===== src/dltst_pkg.sv =====
// Shared types and constants for the display line timing and status block.
package dltst_pkg;

  localparam int LineW   = 9;
  localparam int StatusW = 16;
  localparam int NumCpu  = 2;

  // Beat layouts
  localparam int InDataW  = 32;
  localparam int InUserW  = 3;
  localparam int OutDataW = 56;

  // Config APB
  localparam int ApbAddrW = 3;
  localparam int ApbDataW = 32;
  localparam logic [ApbAddrW-1:0] RegLegacyModeAddr = 3'd0;

  localparam logic [StatusW-1:0] WritableBits = 16'hFFB8;

  localparam logic [LineW-1:0] NormVisible = 9'd192;
  localparam logic [LineW-1:0] NormLast    = 9'd262;
  localparam logic [LineW-1:0] NormFrame   = 9'd263;
  localparam logic [LineW-1:0] LegVisible  = 9'd160;
  localparam logic [LineW-1:0] LegLast     = 9'd227;
  localparam logic [LineW-1:0] LegFrame    = 9'd228;

  // Status word bit positions
  localparam int BitVbl      = 0;
  localparam int BitHbl      = 1;
  localparam int BitMatch    = 2;
  localparam int BitVblEn    = 3;
  localparam int BitHblEn    = 4;
  localparam int BitMatchEn  = 5;
  localparam int BitCmpHigh  = 7;

  typedef enum logic [1:0] {
    REQ_HBLANK    = 2'd0,
    REQ_LINE_END  = 2'd1,
    REQ_STAT_WR   = 2'd2,
    REQ_NONE      = 2'd3
  } req_type_t;

  typedef struct packed {
    req_type_t           req_type;
    logic                cpu_select;
    logic [StatusW-1:0]  write_mask;
    logic [StatusW-1:0]  write_value;
  } event_t;

  typedef struct packed {
    logic [NumCpu-1:0] irq_hblank;
    logic [NumCpu-1:0] irq_vblank;
    logic [NumCpu-1:0] irq_line_match;
    logic [NumCpu-1:0] dma_hblank;
    logic [NumCpu-1:0] dma_vblank;
    logic              frame_end;
  } pulses_t;

endpackage


===== src/display_line_timing_status.sv =====
// Top level of the display line timing and status block.
// Flow: an accepted event beat waits in the input register, then loads the
//   result register when that register is free or being drained.
// Throughput: one event per cycle while m_tready does not hold the result
//   stream; the line counter and status words are updated in the single
//   evaluation pass between the two registers.
// Reset (rst, synchronous): line counter, both status words, legacy mode and
//   both valid flags cleared.
module display_line_timing_status (
  input  logic                                clk,
  input  logic                                rst,
  // event stream
  input  logic                                s_tvalid,
  output logic                                s_tready,
  input  logic [dltst_pkg::InDataW-1:0]       s_tdata,  // write_mask, write_value
  input  logic [dltst_pkg::InUserW-1:0]       s_tuser,  // req_type, cpu_select
  // result stream
  output logic                                m_tvalid,
  input  logic                                m_tready,
  // status_cpu0, status_cpu1, line_count, irq_hblank, irq_vblank,
  // irq_line_match, dma_hblank, dma_vblank, frame_end, zero pad
  output logic [dltst_pkg::OutDataW-1:0]      m_tdata,
  // configuration
  input  logic                                psel,
  input  logic                                penable,
  input  logic                                pwrite,
  input  logic [dltst_pkg::ApbAddrW-1:0]      paddr,
  input  logic [dltst_pkg::ApbDataW-1:0]      pwdata,
  output logic [dltst_pkg::ApbDataW-1:0]      prdata,
  output logic                                pready
);
  import dltst_pkg::*;

  logic legacy_mode;

  // input register
  logic   in_valid;
  event_t in_ev;

  // timing state
  logic [LineW-1:0]                line_counter;
  logic [NumCpu-1:0][StatusW-1:0]  status_words;
  logic [LineW-1:0]                line_counter_next;
  logic [NumCpu-1:0][StatusW-1:0]  status_words_next;
  pulses_t                         pulses_next;

  // result register
  logic                  out_valid;
  logic [OutDataW-1:0]   out_data;

  logic advance;

  // Event moves on when the result register is free or being drained;
  // the input register refills in the same cycle.
  assign advance  = in_valid && (!out_valid || m_tready);
  assign s_tready = !in_valid || advance;
  assign m_tvalid = out_valid;
  assign m_tdata  = out_data;

  dltst_apb u_apb (
    .clk         (clk),
    .rst         (rst),
    .psel        (psel),
    .penable     (penable),
    .pwrite      (pwrite),
    .paddr       (paddr),
    .pwdata      (pwdata),
    .prdata      (prdata),
    .pready      (pready),
    .legacy_mode (legacy_mode)
  );

  dltst_eval u_eval (
    .legacy_mode (legacy_mode),
    .ev          (in_ev),
    .line_cur    (line_counter),
    .stat_cur    (status_words),
    .line_new    (line_counter_next),
    .stat_new    (status_words_next),
    .pulses      (pulses_next)
  );

  always_ff @(posedge clk) begin
    if (rst) begin
      in_valid <= 1'b0;
    end else if (s_tready) begin
      in_valid <= s_tvalid;
    end
  end

  always_ff @(posedge clk) begin
    if (s_tready && s_tvalid) begin
      in_ev.req_type    <= req_type_t'(s_tuser[1:0]);
      in_ev.cpu_select  <= s_tuser[2];
      in_ev.write_mask  <= s_tdata[15:0];
      in_ev.write_value <= s_tdata[31:16];
    end
  end

  // State only moves when an event is committed to the result register
  always_ff @(posedge clk) begin
    if (rst) begin
      line_counter <= '0;
      status_words <= '0;
    end else if (advance) begin
      line_counter <= line_counter_next;
      status_words <= status_words_next;
    end
  end

  always_ff @(posedge clk) begin
    if (rst) begin
      out_valid <= 1'b0;
    end else if (advance) begin
      out_valid <= 1'b1;
    end else if (m_tready) begin
      out_valid <= 1'b0;
    end
  end

  always_ff @(posedge clk) begin
    if (advance) begin
      out_data <= {4'b0000,
                   pulses_next.frame_end,
                   pulses_next.dma_vblank,
                   pulses_next.dma_hblank,
                   pulses_next.irq_line_match,
                   pulses_next.irq_vblank,
                   pulses_next.irq_hblank,
                   line_counter_next,
                   status_words_next[1],
                   status_words_next[0]};
    end
  end

endmodule


===== src/dltst_apb.sv =====
// APB register port holding the legacy mode bit.
module dltst_apb (
  input  logic                              clk,
  input  logic                              rst,
  input  logic                              psel,
  input  logic                              penable,
  input  logic                              pwrite,
  input  logic [dltst_pkg::ApbAddrW-1:0]    paddr,
  input  logic [dltst_pkg::ApbDataW-1:0]    pwdata,
  output logic [dltst_pkg::ApbDataW-1:0]    prdata,
  output logic                              pready,
  output logic                              legacy_mode
);
  import dltst_pkg::*;

  logic sel_legacy;

  // Word decode only; byte offset bits ignored
  assign sel_legacy = (paddr[ApbAddrW-1:2] == RegLegacyModeAddr[ApbAddrW-1:2]);
  assign pready     = 1'b1;

  always_ff @(posedge clk) begin
    if (rst) begin
      legacy_mode <= 1'b0;
    end else if (psel && penable && pwrite && pready && sel_legacy) begin
      legacy_mode <= pwdata[0];
    end
  end

  always_comb begin
    prdata = '0;
    if (sel_legacy) begin
      prdata = {{(ApbDataW-1){1'b0}}, legacy_mode};
    end
  end

endmodule


===== src/dltst_eval.sv =====
// Event evaluation: next line counter, next status words and pulses.
module dltst_eval (
  input  logic                                              legacy_mode,
  input  dltst_pkg::event_t                                 ev,
  input  logic [dltst_pkg::LineW-1:0]                       line_cur,
  input  logic [dltst_pkg::NumCpu-1:0][dltst_pkg::StatusW-1:0] stat_cur,
  output logic [dltst_pkg::LineW-1:0]                       line_new,
  output logic [dltst_pkg::NumCpu-1:0][dltst_pkg::StatusW-1:0] stat_new,
  output dltst_pkg::pulses_t                                pulses
);
  import dltst_pkg::*;

  logic [LineW-1:0]  visible;
  logic [LineW-1:0]  last_line;
  logic [LineW-1:0]  frame_len;
  logic [LineW-1:0]  line_inc;
  logic [LineW-1:0]  cmp_line [NumCpu];
  logic [NumCpu-1:0] active;
  logic [StatusW-1:0] wmask;

  assign visible   = legacy_mode ? LegVisible : NormVisible;
  assign last_line = legacy_mode ? LegLast    : NormLast;
  assign frame_len = legacy_mode ? LegFrame   : NormFrame;
  assign line_inc  = line_cur + LineW'(1);
  // legacy mode drives CPU 1 only
  assign active    = legacy_mode ? 2'b10 : 2'b11;
  assign wmask     = ev.write_mask & WritableBits;

  always_comb begin
    line_new = line_cur;
    stat_new = stat_cur;
    pulses   = '0;
    for (int i = 0; i < NumCpu; i++) begin
      cmp_line[i] = '0;
    end

    case (ev.req_type)
      REQ_HBLANK: begin
        if (line_cur < visible) begin
          pulses.dma_hblank = legacy_mode ? 2'b10 : 2'b01;
        end
        for (int i = 0; i < NumCpu; i++) begin
          if (active[i]) begin
            stat_new[i][BitHbl]  = 1'b1;
            pulses.irq_hblank[i] = stat_cur[i][BitHblEn];
          end
        end
      end

      REQ_LINE_END: begin
        line_new = line_inc;
        if (line_inc == visible) begin
          pulses.frame_end = 1'b1;
          for (int i = 0; i < NumCpu; i++) begin
            if (active[i]) begin
              stat_new[i][BitVbl]  = 1'b1;
              pulses.irq_vblank[i] = stat_cur[i][BitVblEn];
              pulses.dma_vblank[i] = 1'b1;
            end
          end
        end else if (line_inc == last_line) begin
          for (int i = 0; i < NumCpu; i++) begin
            if (active[i]) begin
              stat_new[i][BitVbl] = 1'b0;
            end
          end
        end else if (line_inc >= frame_len) begin
          line_new = '0;
        end
        for (int i = 0; i < NumCpu; i++) begin
          cmp_line[i] = {stat_cur[i][BitCmpHigh] & ~legacy_mode, stat_cur[i][15:8]};
          if (active[i]) begin
            stat_new[i][BitHbl]      = 1'b0;
            stat_new[i][BitMatch]    = (line_new == cmp_line[i]);
            pulses.irq_line_match[i] = (line_new == cmp_line[i]) &&
                                       stat_cur[i][BitMatchEn];
          end
        end
      end

      REQ_STAT_WR: begin
        stat_new[ev.cpu_select] = (stat_cur[ev.cpu_select] & ~wmask) |
                                  (ev.write_value & wmask);
      end

      default: begin
      end
    endcase
  end

endmodule

===== config.mk =====
export PLATFORM = sky130hd
export DESIGN_NAME = display_line_timing_status
export DESIGN_NICKNAME = d
export VERILOG_FILES = /design/src/dltst_pkg.sv /design/src/display_line_timing_status.sv /design/src/dltst_apb.sv /design/src/dltst_eval.sv
export SDC_FILE = /design/constraint.sdc
export NUM_CORES = 1
export LEC_CHECK = 0
export BUFFER_PORTS_ARGS = -buffer_cell sky130_fd_sc_hd__buf_4
export CAP_MARGIN = 20
export CELL_PAD_IN_SITES_DETAIL_PLACEMENT = 1
export CELL_PAD_IN_SITES_GLOBAL_PLACEMENT = 1
export CORE_AREA = 3 3 120 122
export CTS_BUF_LIST = sky130_fd_sc_hd__clkbuf_4 sky130_fd_sc_hd__clkbuf_8
export CTS_CLUSTER_SIZE = 12
export DETAILED_ROUTE_END_ITERATION = 10
export DIE_AREA = 0 0 123 125
export PLACE_DENSITY = 0.95
export SYNTH_ARGS = -nofsm -noshare
export SYNTH_HDL_FRONTEND = slang
export SYNTH_SLANG_ARGS = --single-unit

===== constraint.sdc =====
create_clock -name clk -period 7.82 [get_ports clk]
set_input_delay 0.391 -clock clk [delete_from_list [all_inputs] [get_ports clk]]
set_output_delay 0.391 -clock clk [all_outputs]
set_load 0.01 [all_outputs]

# Word level (Yosys, flattened, before mapping)
# Index checks and enable logic that the tools add are counted.
# W data, S select, Z words.
# totals
reg_bits	131
input_bits	77
out_inout_bits	91
elab_cells	102
# op_classes
add_sub_neg	1
n_lt_le_gt_ge	4
n_eq_ne	6
mux	41
bitwise	8
n_reduce_logical	22
# ops
op	count
$mux W9	7
$mux W16	3
$eq A9 B9 Y1	4
$and A16 B16 Y16	2
$bwmux W32	1
$mux W13	2
$mux W1	17
$demux W16 S1	1
$not A16 Y16	1
$or A16 B16 Y16	1
$reduce_and A2 Y1	6
$add A9 B1 Y9 const B	1
$ge A9 B9 Y1	1
$lt A9 B9 Y1	1
$logic_and A1 B1 Y1	8
$pmux W1 S2	4
$mux W7	1
$mux W2	3
$pmux W1 S3	2
$reduce_and A3 Y1	2
$and A1 B1 Y1	2
$eq A2 B1 Y1 const B	1
$eq A2 B2 Y1 const B	1
$logic_not A1 Y1	2
6 further kinds	8

# Logic depth before layout (Yosys ltp)
# Gate-level depths: netlist of run 1.
# logic_depth
ltp_word	9
depth_mapped	14
mapped_depth_nobuf	13

# Modules after synthesis
# From an unflattened synthesis of run 1, not the netlist that was laid out.
# hier_totals
hier_cells	562
hier_area_um2	6618.8
# by_module_without_submodules
mod	n_inst	cells_each	area_each_um2	seq_area_each_um2
display_line_timing_status	1	280	4604.4	3473.3
dltst_eval	1	242	1705.4	0.0
dltst_apb	1	40	309.0	20.0

# Worst setup path before layout of run 1
# Ideal clock, no wire load.
# synth_path
path_kind	register -> register
startpoint	register line_counter[1]
endpoint	register out_data[46], in the netlist m_tdata[46], data pin
setup_ns	0.256
t_arrival_ns	3.526
t_required_ns	7.564
path_slack_ns	4.038
path_stages_with_launch	14
path_buffers	0
period_less_slack_ns	3.782
path_cell_list	dfxtp_1 > ha_1 > nand3_1 > nor3_1 > xnor2_1 > inv_1 > ha_1 > nand4_1 > or2b_1 > o221a_2 > a211oi_4 > mux2_4 > and4_1 > and4_1
# synth_via
elab_chain_len	8
word_cells_on_any_way	10
classes_between	add/sub (1); order compare (1); eq/ne (3); mux (4); reduce/logical (1)
# synth_lines
item	line_no	text
start: declaration	display_line_timing_status.sv:41	logic [LineW-1:0] line_counter;
start signal: assignment	display_line_timing_status.sv:106	line_counter <= line_counter_next;
$add A9 B1 Y9 *	dltst_eval.sv:24	assign line_inc = line_cur + LineW'(1);
$ge A9 B9 Y1	dltst_eval.sv:67	end else if (line_inc >= frame_len) begin
$mux W9	dltst_eval.sv:67	
$mux W9	dltst_eval.sv:61	end else if (line_inc == last_line) begin
$mux W9 *	dltst_eval.sv:52	if (line_inc == visible) begin
$mux W9 *	dltst_eval.sv:37	case (ev.req_type)
$eq A9 B9 Y1 *	dltst_eval.sv:75	pulses.irq_line_match[i] = (line_new == cmp_line[i]) &&
$logic_and A1 B1 Y1 *	dltst_eval.sv:75	
end signal: assignment	display_line_timing_status.sv:123	out_data <= {4'b0000,
end: declaration	display_line_timing_status.sv:49	logic [OutDataW-1:0] out_data;
# Every way passes the cells marked *; elsewhere a longest branch is shown, timed or not. The select of a mux whose other input is x is not followed.
# A chain may end at the register's enable or synchronous reset.

# Worst setup path in the final report of run 1
# layout_path
startpoint	register line_counter[0]
endpoint	register out_data[45], in the netlist m_tdata[45], data pin
# The elaborated chain is that of the path after synthesis.

==> impl.org, run 1 <==
** Finish
- Count of placed standard cells in the final layout, fillers left out :: 810
- In the final layout, the share of cells above drive strength 1 is 26.2%.
- Nets@finish :: 711
- Across the whole layout, storage elements account for 0.00325 sq mm.
- In the final layout, the multi-input gates occupy 0.00241 sq mm.
- Relative to the synthesized area, the layout overhead comes to 19.8%.
- Most common cell after layout, fill and taps aside :: sky130_fd_sc_hd__buf_4
- Number of antenna cells inserted :: 0
- The top cell types in the final layout, fill and taps aside, are 95 x sky130_fd_sc_hd__buf_4, 79 x sky130_fd_sc_hd__edfxtp_1, 51 x sky130_fd_sc_hd__nor2_1.
- Post-route standard cell area excluding fillers :: between 0.007 and 0.008 sq mm
- Counting the fill cells in the layout gives around 1.4k.

** Power and ir drop
- Summed over all nets, the switching power comes to roughly 370 uW.
- Switching share of power :: 23.5%
- Combinational logic burns 10.0% of the power.
- Leakage Power :: 2.84 nW
- Final Total Pwr :: around 1.6 mW
- Clock network fraction of total power :: 43.0%
- The internal power of the cells totals 1.20 mW.
- Sequential group share of total power :: 47.0%
- Worst IR Drop VDD :: around 0.18 mV
- Power spread over the standard cell area amounts to 219 mW/mm^2.

** Placed design
- Half-perimeter wire length after detailed placement :: 11.5 mm
- In this run the cell area measured after placement is 0.00666 sq mm.
- Routability-driven placement finished with a final weighted congestion of 0.878.
- Number of placed instances with taps included :: 777
- Setup WS pre-CTS :: approximately 2.8 ns
- IO buf count :: 90

** Clock tree
- CTS tree :: built
- Worst-Skew Late Latency :: roughly 0.45 ns
- Inserted Clock Buffers :: 17
- Buffers inserted by post-CTS timing repair :: 0
- Post-CTS repair changed the size of 0 cells.
- Clock-pin slew on the worst setup and hold paths :: 0.08 ns
- For this design, the CTS-stage hold fixing added 0 buffers.
- The clock tree synthesis step divided the H-tree into 4 levels.
- Clk sinks :: 123
- CTS placed an instance of sky130_fd_sc_hd__clkbuf_8 at the clock tree root.
- The clock passes through at most 2 buffers.

** GRT
- Global routing consumed, over all layers together, about a fifth of the routing resources.
- Leftover overflow at the end of global routing :: 0
- Initial antenna violation count :: 0
- Global routing used 36.6% of the available met2 tracks.
- Routing usage on met3 :: 5.24%
- The via count of the first global-routing pass came to 4647.
- Routing layer with the top usage in global route :: met2
- First-pass GRT wire length :: 24.8 mm
- Entering global routing, the biggest net connects 48 pins.
- Met1 Usage GRT :: 25.6%

** Synthesis
- Averaged over all synthesized cells, the footprint is about 11 sq um.
- Synthesis produced 530 cells.
- Leading cell types by total area after synthesis :: sky130_fd_sc_hd__edfxtp_1 40%, sky130_fd_sc_hd__dfxtp_1 15%, sky130_fd_sc_hd__mux2i_1 4.9%
- The share of synthesized area in the top cell type comes to 39.8%.
- Counting flops and latches in the post-synthesis netlist gives 123.
- The netlist uses 63 different library cells.
- Post-synthesis sequential area ratio :: between 50% and 60%
- Biggest area consumer among synthesized cells :: sky130_fd_sc_hd__edfxtp_1
- After synthesis the cells add up to 0.00596 sq mm.
- Synthesis Warnings :: 0
- Ys async rst share :: 0%
- The synthesized design contains 79 enable-type register cells.
- For this run, the leading register cell type out of synthesis is sky130_fd_sc_hd__edfxtp_1.

** Routing
- Number of DRC violations after detailed routing :: 0
- Detail-routed net length per standard cell :: 19.5 microns
- Using the TritonRoute via totals, the vias-per-cell ratio works out to approximately 5.4.
- The pre-antenna-repair detailed-routing pass consisted of 4 iterations.
- Summing over every cut layer, the via total after detailed routing is 4348.
- ANT nets after route :: 0
- Final routed wirelength across all metal layers :: between 15 and 20 mm
- For this block, the initial DRC count from the detailed router was 275.

** Floorplanning
- Core Area :: 0.0133 sq mm
- Die X-Extent :: around 120 microns
- Initial Utilization :: 44.8%
- Vert. Die Dim :: 125 microns
- Total die area :: 0.0154 sq mm
- around 170 I/O pins were placed.
- The floorplan has 42 rows.

** Setup path
- WS Path Type :: register to register
- The worst setup path is captured at a register.
- Required time at the endpoint of the critical path :: 8.01 ns
- Critical path data arrival time :: approximately 5.3 ns
- Maximum fanout encountered on the critical timing path :: 13
- Category of the worst setup path launch point :: register

** STA
- Fmax :: 197 MHz
- For the finished layout, the period the worst path requires is 5.07 ns.
- Transition time at the pin with the least slew margin :: around 0.74 ns
- Final worst setup slack :: 2.75 ns
- Setup violations remaining at the end of the flow were counted as 0.
- The number of pins exceeding their max-slew limit in the final report was 0.
- For the final database, setup skew stands at 0.0102 ns.
- Final hold vios :: 0
- The final critical path takes up 64.8% of the cycle.
- Setup_tns :: 0 ns
- Setup repair after global routing left no endpoint under its margin.
- In this run the tightest slew margin relative to its limit is approximately half.

** Status
- The run finished with clean final reports.

** Run
- Max-capacitance violation count :: 0

** Worst hold path
- The tightest min-delay check is of the input pin to register type.
## synthesized netlist by cell type, types with 3 or more instances
cell type and n:
sky130_fd_sc_hd__a31o_2 3, sky130_fd_sc_hd__and2_1 5, sky130_fd_sc_hd__inv_1 18, sky130_fd_sc_hd__nand3_1 12, sky130_fd_sc_hd__dfxtp_1 44, sky130_fd_sc_hd__nand2_1 47
sky130_fd_sc_hd__edfxtp_1 79, sky130_fd_sc_hd__nand2b_1 5, sky130_fd_sc_hd__buf_2 3, sky130_fd_sc_hd__or2_2 7, sky130_fd_sc_hd__nand4_1 7, sky130_fd_sc_hd__clkbuf_1 17
sky130_fd_sc_hd__ha_1 13, sky130_fd_sc_hd__a22o_1 3, sky130_fd_sc_hd__xnor2_1 9, sky130_fd_sc_hd__mux2_2 23, sky130_fd_sc_hd__nor2_1 52, sky130_fd_sc_hd__nor2b_1 5
sky130_fd_sc_hd__o311a_1 9, sky130_fd_sc_hd__o21ai_0 25, sky130_fd_sc_hd__mux2i_1 29, sky130_fd_sc_hd__o22ai_1 3, sky130_fd_sc_hd__o31ai_1 4, sky130_fd_sc_hd__a21oi_1 16
sky130_fd_sc_hd__and4_1 3, sky130_fd_sc_hd__buf_4 36, sky130_fd_sc_hd__nor3_1 5
## stage by stage
step	hold slack [ns]	utilization, %
3_3_place_gp	0.409	50.1
5_1_grt	0.0761	53.7
3_5_place_dp	0.415	50.1
6_report	0.110	53.7
2_1_floorplan	0.436	-
4_1_cts	0.0768	53.7
## layout make-up
class	count	area share, %
clock buffer	19	3.49
clock inverter	13	3.14
inverter	20	1.05
multi-input combinational	364	33.7
sequential	123	45.6
tap	176	3.08
timing repair buffer	95	9.99
## path summary, 6_finish.rpt
kind / start / end / slack [ns] / depth (start not counted)
setup / recovery: line_counter[0]$_SDFFE_PP0P_ / m_tdata[45]$_SDFFCE_PN0P_ / 2.75 / 13
hold / removal: s_tdata[24] / in_ev[8]$_DFFE_PP_ / 0.11 / 1
setup reg to reg: line_counter[0]$_SDFFE_PP0P_ / m_tdata[45]$_SDFFCE_PN0P_ / 2.75 / 13
hold reg to reg: status_words[6]$_SDFFE_PP0P_ / m_tdata[6]$_DFFE_PP_ / 0.44 / 0
## worst max-delay path, cell delays in order, from the launching register on
cell and delay (ns):
sky130_fd_sc_hd__dfxtp_1 0.65, sky130_fd_sc_hd__ha_1 0.46, sky130_fd_sc_hd__nand3_1 0.22, sky130_fd_sc_hd__nor3_1 0.23, sky130_fd_sc_hd__xnor2_1 0.36, sky130_fd_sc_hd__inv_1 0.15, sky130_fd_sc_hd__ha_1 0.35, sky130_fd_sc_hd__nand4_1 0.27
sky130_fd_sc_hd__or2b_1 0.33, sky130_fd_sc_hd__o221a_2 0.31, sky130_fd_sc_hd__a211oi_4 0.53, sky130_fd_sc_hd__mux2i_1 0.38, sky130_fd_sc_hd__nand3_1 0.11, sky130_fd_sc_hd__nor4bb_1 0.46
## registers in the layout (all words and copies together) (netlist names)
| register | count |
|---|---|
| in_ev | 27 |
| u_apb.legacy_mode | 1 |
| status_words | 32 |
| m_tvalid | 1 |
| line_counter | 9 |
| in_valid | 1 |
| m_tdata | 52 |
## per-layer routing
layer / part of all wire (%) / wire (microns)
met2: 52 / 8150
met3: 4.9 / 779
met1: 41 / 6460
met4: 2.3 / 367
met5: 0 / 0
## power groups by stage
stage	clock network [mW]	registers, mW	logic, mW
global route	0.714	0.739	0.171
global placement	0	0.748	0.147
detailed placement	0	0.750	0.155
CTS	0.689	0.736	0.156
finish	0.674	0.736	0.156
floorplan	0	0.750	0.103
## logic make-up (layout without fill, tap and decap cells)
group | after synthesis | count (layout) | share of synthesized area (%)
AND/OR/NAND/NOR | 160 | 160 | 12.7
flip-flops | 123 | 123 | 54.6
AO/OA/AOI/OAI | 89 | 89 | 10.6
buffers and inverters | 77 | 147 | 7.31
other | 2 | 36 | 0.126
XOR/XNOR | 13 | 13 | 2.46
multiplexers | 53 | 53 | 9.47
adder cells (fa/ha/maj) | 13 | 13 | 2.73
Note: power is estimated with default switching activity, not from simulation.
==> run 2: changes to the inputs <==
- CORE_AREA: 3 3 120 122 -> 3 3 124 126
- DIE_AREA: 0 0 123 125 -> 0 0 127 129
- PLACE_DENSITY: 0.95 -> 0.92
- clock period: 7.82 -> 4.9 ns (I/O delays scaled with it)
==> impl.org, run 2 (synthesis results as in run 1) <==
** Status
- Result of the run :: completed

** GRT
- The initial antenna violation count was 0.
- First-pass GRT wire length :: approximately 26 mm
- Global routing finished with a remaining overflow of 0.
- Entering global routing, the biggest net connects 52 pins.
- Via count of the first global-routing pass :: approximately 4.9k
- Tot GR Track Use :: a little over a fifth

** STA
- Final count of negative-setup-slack endpoints :: 0
- Transition time at the pin with the least slew margin :: 0.741 ns
- For the final database, setup skew stands at between 0.01 and 0.015 ns.
- Across all setup checks in the final design, the least slack found is roughly 0.37 ns.
- Number of pins exceeding their max-slew limit in the final report :: 0
- Rel. slew slack :: 50.4%
- Final period utilization :: 92.4%
- Fmax :: 221 MHz
- The hold violation count in the final report is 0.
- Setup total negative slack on the finished layout was measured at 0 ns.
- RSZ-0062 raised after global routing :: false
- Final critical path time including I/O delays and setup :: 4.53 ns

** Setup path
- Cell breakdown of the critical path :: ha_2 > nand3_1 > nor3_1 > xnor2_1 > inv_1 > ha_1 > nand4_1 > or2b_1 > o221a_2 > a211oi_4 > mux2i_1 > nand4_1 > o31ai_1
- In this run the worst setup path begins at line_counter[1]$_SDFFE_PP0P_.
- In this run the worst setup path terminates at m_tdata[18]$_DFFE_PP_.
- Nature of the critical path endpoint :: register
- Number of cells on the worst reg-to-reg path :: 13
- Critical path data arrival time :: 4.79 ns
- Cell with the largest stage delay on the worst path :: sky130_fd_sc_hd__dfxtp_1
- The critical path runs through a total of 13 cells.
- The kind of cell with the highest combined delay along the critical path is simple AND/OR/NAND/NOR gates.
- Reg2Reg Setup Slack :: 0.37 ns
- Worst path buffer plus inverter count :: 1
- In this design, the critical path's most frequently occurring cell is sky130_fd_sc_hd__nand4_1.
- Category of the worst setup path launch point :: register
- Slowest stage delay, CP :: 0.49 ns
- Worst R2R Start :: line_counter[1]$_SDFFE_PP0P_
- Capture instance of the worst register-to-register path :: m_tdata[18]$_DFFE_PP_
- WS Path Type :: register to register
- Data on the critical path is required at its endpoint by 5.17 ns.
- Maximum fanout encountered on the critical timing path :: 7

** Run
- Max-capacitance violation count :: 0

** Finish
- The library cell used most frequently in the layout, excluding fill and tap cells, is sky130_fd_sc_hd__buf_4.
- In the final design database the tool counted 744 nets.
- Max FFs per register :: 52
- Signed area change from the synthesized netlist to the final layout :: 24.8%
- Summing all flip-flop and latch instances after layout gives 0.00325 sq mm.
- Fraction of final layout cells sized beyond drive strength 1 :: 25.9%
- Summing all multi-input logic gate instances after layout gives 0.00241 sq mm.
- Number of antenna cells inserted :: 0
- Leaving out fill and tap cells, the most frequent cells in the layout are 101 x sky130_fd_sc_hd__buf_4, 79 x sky130_fd_sc_hd__edfxtp_1, 51 x sky130_fd_sc_hd__nor2_1.
- The layout has 1567 filler cells.
- Share of the core filled with cells :: 51.6%

** Placed design
- Buffers placed on the I/O ports in this run total 90.
- Half-perimeter wire length after detailed placement :: around 11 mm
- Setup WS pre-CTS :: 0.411 ns
- Routability-driven placement finished with a final weighted congestion of approximately 0.85.

** Routing
- In the final routing, the length of wire on met1 measures 6.69 mm.
- In the routed design, unresolved DRC markers number 0.
- ANT nets after route :: 0
- Number of iterations in the first detailed-routing pass :: 4
- After detailed routing, the met2 layer carries 8.55 mm of wire.
- Number of vias per cell :: 5.30
- The routed layout has between 4k and 5k vias.
- In the final routed layout, each cell accounts on average for 19.4 microns.
- The detailed router used layers up to and including met4.
- After detailed routing, the total wire length is about 17 mm.
- The detailed router finished its first iteration with 246 violations.
- The routed design uses 828 microns of met3 wire.

** Clock tree
- Worst-Skew Late Latency :: approximately 0.45 ns
- Buffers added to address setup during post-CTS repair amount to 0.
- For this design, the sink count on the clock tree is 123.
- CTS tree :: built
- Number of buffers on the longest clock path :: 2
- Clock-pin slew on the worst setup and hold paths :: 0.08 ns
- Inserted Clock Buffers :: 17
- Depth of the CTS H-tree :: 4
- Clock root cell :: sky130_fd_sc_hd__clkbuf_8

** Power and ir drop
- Power density of the placed cells :: 329 mW/mm^2
- Worst IR Drop VDD :: between 0.2 and 0.25 mV
- The analysis attributes to cell leakage a power of just under 3 nW.

** Floorplanning
- The die covers 0.0164 sq mm.
- Die X-Extent :: 127 microns
- Core Area :: 0.0144 sq mm
- Number of placement rows :: 44
- Initial Utilization :: 41.3%
- Count of pins on the block boundary :: 168
- Vert. Die Dim :: ~130 microns

** Worst hold path
- Along the worst hold path, the cell count comes to 3.
- Worst min-delay path class :: input pin to register
==> run 2: per-layer routing <==
metal  track usage (%)  vias up
li1                  -     2102
met1              24.5     2223
met2              36.3      149
met3              4.65       38
met4              9.59        0
met5                 0        -
==> run 2: worst min path at each step <==
stage | start | endpoint | slack [ns]
after CTS | pwdata[0] | u_apb.legacy_mode$_SDFFE_PP0P_ | 0.01
after floorplan | s_tdata[26] | in_ev[10]$_DFFE_PP_ | 0.34
after detailed placement | status_words[6]$_SDFFE_PP0P_ | m_tdata[6]$_DFFE_PP_ | 0.42
after global placement | status_words[6]$_SDFFE_PP0P_ | m_tdata[6]$_DFFE_PP_ | 0.41
after global routing | pwdata[0] | u_apb.legacy_mode$_SDFFE_PP0P_ | 0.06
final | pwdata[0] | u_apb.legacy_mode$_SDFFE_PP0P_ | 0.04
==> run 2: final cells by class <==
type	count	area share [%]
clock buffer	21	3.72
clock inverter	11	2.24
inverter	20	1.01
multi-input combinational	364	32.4
sequential	123	43.7
tap	184	3.10
timing repair buffer	128	13.8
==> run 2: what timing repair did <==
item | 4_1_cts | 5_1_grt
endpoints found under the setup margin | 0 | 1
resized for setup | 0 | 1
hold endpoints to repair | 27 | 0
hold buffers | 27 | 0
==> run 2: stage by stage <==
step	power, mW	area (sq um)	hold WS, ns	std cells
final	2.45	7440	0.0432	851
after global placement	1.43	6710	0.408	790
after floorplan	1.36	6090	0.344	564
after CTS	2.47	7420	0.00960	849
after global routing	2.55	7440	0.0554	851
after detailed placement	1.45	6710	0.418	790
==> run 2: power breakdown <==
group | total, mW | switching, mW | internal [mW]
sequential | 1.17 | 0.0254 | 1.15
clock | 1.00 | 0.411 | 0.591
combinational | 0.275 | 0.157 | 0.118
==> run 2: tightest hold or removal path: cells and delay by family <==
| family | cells | cell delay [ns] |
|---|---|---|
| buf+inv | 1 | 0.08 |
| compound gates | 1 | 0.05 |
| simple gates | 1 | 0.08 |
==> run 3: changes to the inputs <==
==> constraint.sdc (replaced) <==
create_clock -name clk -period 4.9 [get_ports clk]
set_input_delay 0.735 -clock clk [delete_from_list [all_inputs] [get_ports clk]]
set_output_delay 0.735 -clock clk [all_outputs]
set_load 0.01 [all_outputs]
==> impl.org, run 3 (synthesis results as in run 1) <==
** Status
- The flow ran to the end, and the final reports show no timing, DRC or antenna violations.

** GRT
- First-pass GRT wire length :: 25.6 mm
- Entering global routing, the biggest net connects 39 pins.
- The total overflow left after global routing is 0.
- The via count of the first global-routing pass came to 4770.
- The initial antenna violation count came to 0.
- Tot GR Track Use :: 20.3%

** STA
- Final count of negative-setup-slack endpoints :: 0
- Setup_tns :: 0 ns
- After layout, the worst path uses 92.6% of the clock period.
- Worst-case clock skew :: 0.00927 ns
- Setup repair after global routing left no endpoint under its margin.
- The number of pins exceeding their max-slew limit in the final report is 0.
- At the pin with the least slew margin, the transition time is about 0.8 ns.
- Final hold vios :: 0
- The worst pin sits at a relative slew slack of 46.2%.
- Based on the critical path, the design can be clocked at up to 220 MHz.
- Final critical path time including I/O delays and setup :: between 4 and 5 ns

** Floorplanning
- The floorplan step set the die width to 127 microns.
- Core Area :: 0.0144 sq mm
- Row generation in the floorplan step produced 44 rows.
- During I/O placement, the number of pins put on the boundary was 168.
- From bottom edge to top edge, the die measures 129 microns.
- For this configuration, the core starts out at a cell density of 41.3%.
- The die covers 0.0164 sq mm.

** Routing
- The count of nets left with antenna violations once routing finished came out at 0.
- Routed length on met2 :: 8.39 mm
- After detailed routing, the number of remaining DRC violations is 0.
- After detailed routing, the wire length on met1 is 6.57 mm.
- Via count :: 4395
- Dividing the detail-routed via count by the number of cells gives 5.31.
- Routed signal wires occupy layers up through met4.
- For this block, the initial DRC count from the detailed router was 320.
- In the final routed layout, each cell accounts on average for 19.5 microns.
- Final routed wirelength across all metal layers :: between 15 and 20 mm
- Detail Route met3 WL :: 775 microns
- Number of iterations in the first detailed-routing pass :: 4

** Finish
- Nets@finish :: 720
- In the final layout, the share of cells above drive strength 1 is between 20% and 30%.
- 0 antenna diodes ended up in the layout.
- Most frequent cells in the layout :: 102 x sky130_fd_sc_hd__buf_4, 79 x sky130_fd_sc_hd__edfxtp_1, 51 x sky130_fd_sc_hd__nor2_1
- Signed area change from the synthesized netlist to the final layout :: 20.7%
- Count of placed standard cells in the final layout, fillers left out :: 827
- Share of the core filled with cells :: 49.9%
- The register with the most flip-flops in the layout has 52 of them.
- Leaving out fill and tap cells, the most frequent cell in the layout is sky130_fd_sc_hd__buf_4.
- Post-route standard cell area excluding fillers :: 0.00719 sq mm

** Clock tree
- The clock reaches the later pin of the worst-skew pair after 0.45 ns.
- TritonCTS built the clock tree.
- CTS built an H-tree with a depth of 4.
- Clock tree synthesis found a total of 123 sinks.
- After clock tree synthesis, the clock-pin slew on the worst setup and hold paths is approximately 0.070 ns.
- After clock tree synthesis, the repair step resized 0 gates.
- Post-CTS timing repair inserted 0 buffers for setup.
- Inserted Clock Buffers :: 17
- The tree is rooted in a sky130_fd_sc_hd__clkbuf_8.
- CTS Hold Buffers Added :: 0
- In this run the deepest clock path goes through 2 buffers.

** Power and ir drop
- Summed over all cells, the static leakage comes to approximately 2.9 nW.
- Total power for the finished layout comes to 2.39 mW.
- Logic gate share of total power :: between 10% and 20%
- Power density of the placed cells :: roughly 330 mW/mm^2
- In this run, the clock network consumes 40.2% of the power.
- Net switching is 24.7% of the power.
- Across the VDD grid, the largest voltage drop is 0.259 mV.
- Net switching power :: 592 uW
- The share of total power dissipated in sequential elements is 49.0%.
- Int Pwr :: 1.80 mW

** Setup path
- Required time at the endpoint of the critical path :: 5.14 ns
- The worst setup path is captured at a register.
- Category of the worst setup path launch point :: register
- Cell breakdown of the critical path :: nand4_1 > or2_2 > xnor2_1 > inv_1 > ha_1 > nand4_1 > or2b_1 > o221ai_1 > o211ai_1 > o211ai_1 > nand4_1 > o31ai_1
- Slowest stage delay, CP :: 0.59 ns
- The worst setup path is of the register to register kind.
- Grouping stages by cell kind, the critical path spends the most delay in simple AND/OR/NAND/NOR gates.
- Critical path data arrival time :: roughly 4.8 ns
- Most Frequent Cell on Critical Path :: sky130_fd_sc_hd__nand4_1
- Cell with the largest stage delay on the worst path :: sky130_fd_sc_hd__dfxtp_1
- Maximum fanout encountered on the critical timing path :: 9
- Worst path buffer plus inverter count :: 1

** Placed design
- Final GP Congestion :: 0.888
- Once placement completed, the tool counted placed cells totaling just under 800.
- The wire-length estimate of the detail-placed layout is 11.9 mm.
- IO buf count :: 90
- Summing all placed instances gives a cell area of 0.00674 sq mm.

** Run
- Max-capacitance violation count :: 0

** Worst hold path
- Worst min-delay path class :: register to register
## run 3: cell types whose count changed in the layout (fill, tap and decap cells not counted), sizes merged
| cell | delta |
|---|---|
| dlygate4sd3 | -27 |
| buf | +3 |
| bufinv | -1 |
| clkinv | +1 |
## run 3: worst paths after layout
kind | from | endpoint | slack [ns] | cells after the start
min reg2reg | status_words[22]$_SDFFE_PP0P_ | m_tdata[22]$_DFFE_PP_ | 0.43 | 0
max reg2reg | line_counter[2]$_SDFFE_PP0P_ | m_tdata[2]$_DFFE_PP_ | 0.36 | 12
max | line_counter[2]$_SDFFE_PP0P_ | m_tdata[2]$_DFFE_PP_ | 0.36 | 12
min | status_words[22]$_SDFFE_PP0P_ | m_tdata[22]$_DFFE_PP_ | 0.43 | 0
## run 3: metal layers
layer | vias to the layer above | track usage, %
met5 | - | 0
met3 | 28 | 4.73
met4 | 0 | 7.95
met2 | 129 | 35.8
li1 | 2046 | -
met1 | 2192 | 24.0
## run 3: per-stage QoR
stage	worst slack (ns)	hold WS, ns
after global placement	0.550	0.408
after floorplan	1.12	0.436
after detailed placement	0.495	0.417
after global routing	0.0829	0.432
after CTS	0.480	0.427
final	0.364	0.433
## run 3: layout make-up
type / count / area, sq um
fill: 1590 / 7230
timing repair buffer: 104 / 806
sequential: 123 / 3250
clock buffer: 21 / 283
multi-input combinational: 364 / 2410
clock inverter: 11 / 141
inverter: 20 / 75.1
tap: 184 / 230
## run 3: power groups by stage
stage | clock [mW] | combinational, mW | sequential [mW]
floorplan | 0 | 0.165 | 1.20
global placement | 0 | 0.244 | 1.19
detailed placement | 0 | 0.256 | 1.20
CTS | 0.982 | 0.258 | 1.17
global route | 1.02 | 0.286 | 1.18
finish | 0.962 | 0.260 | 1.17
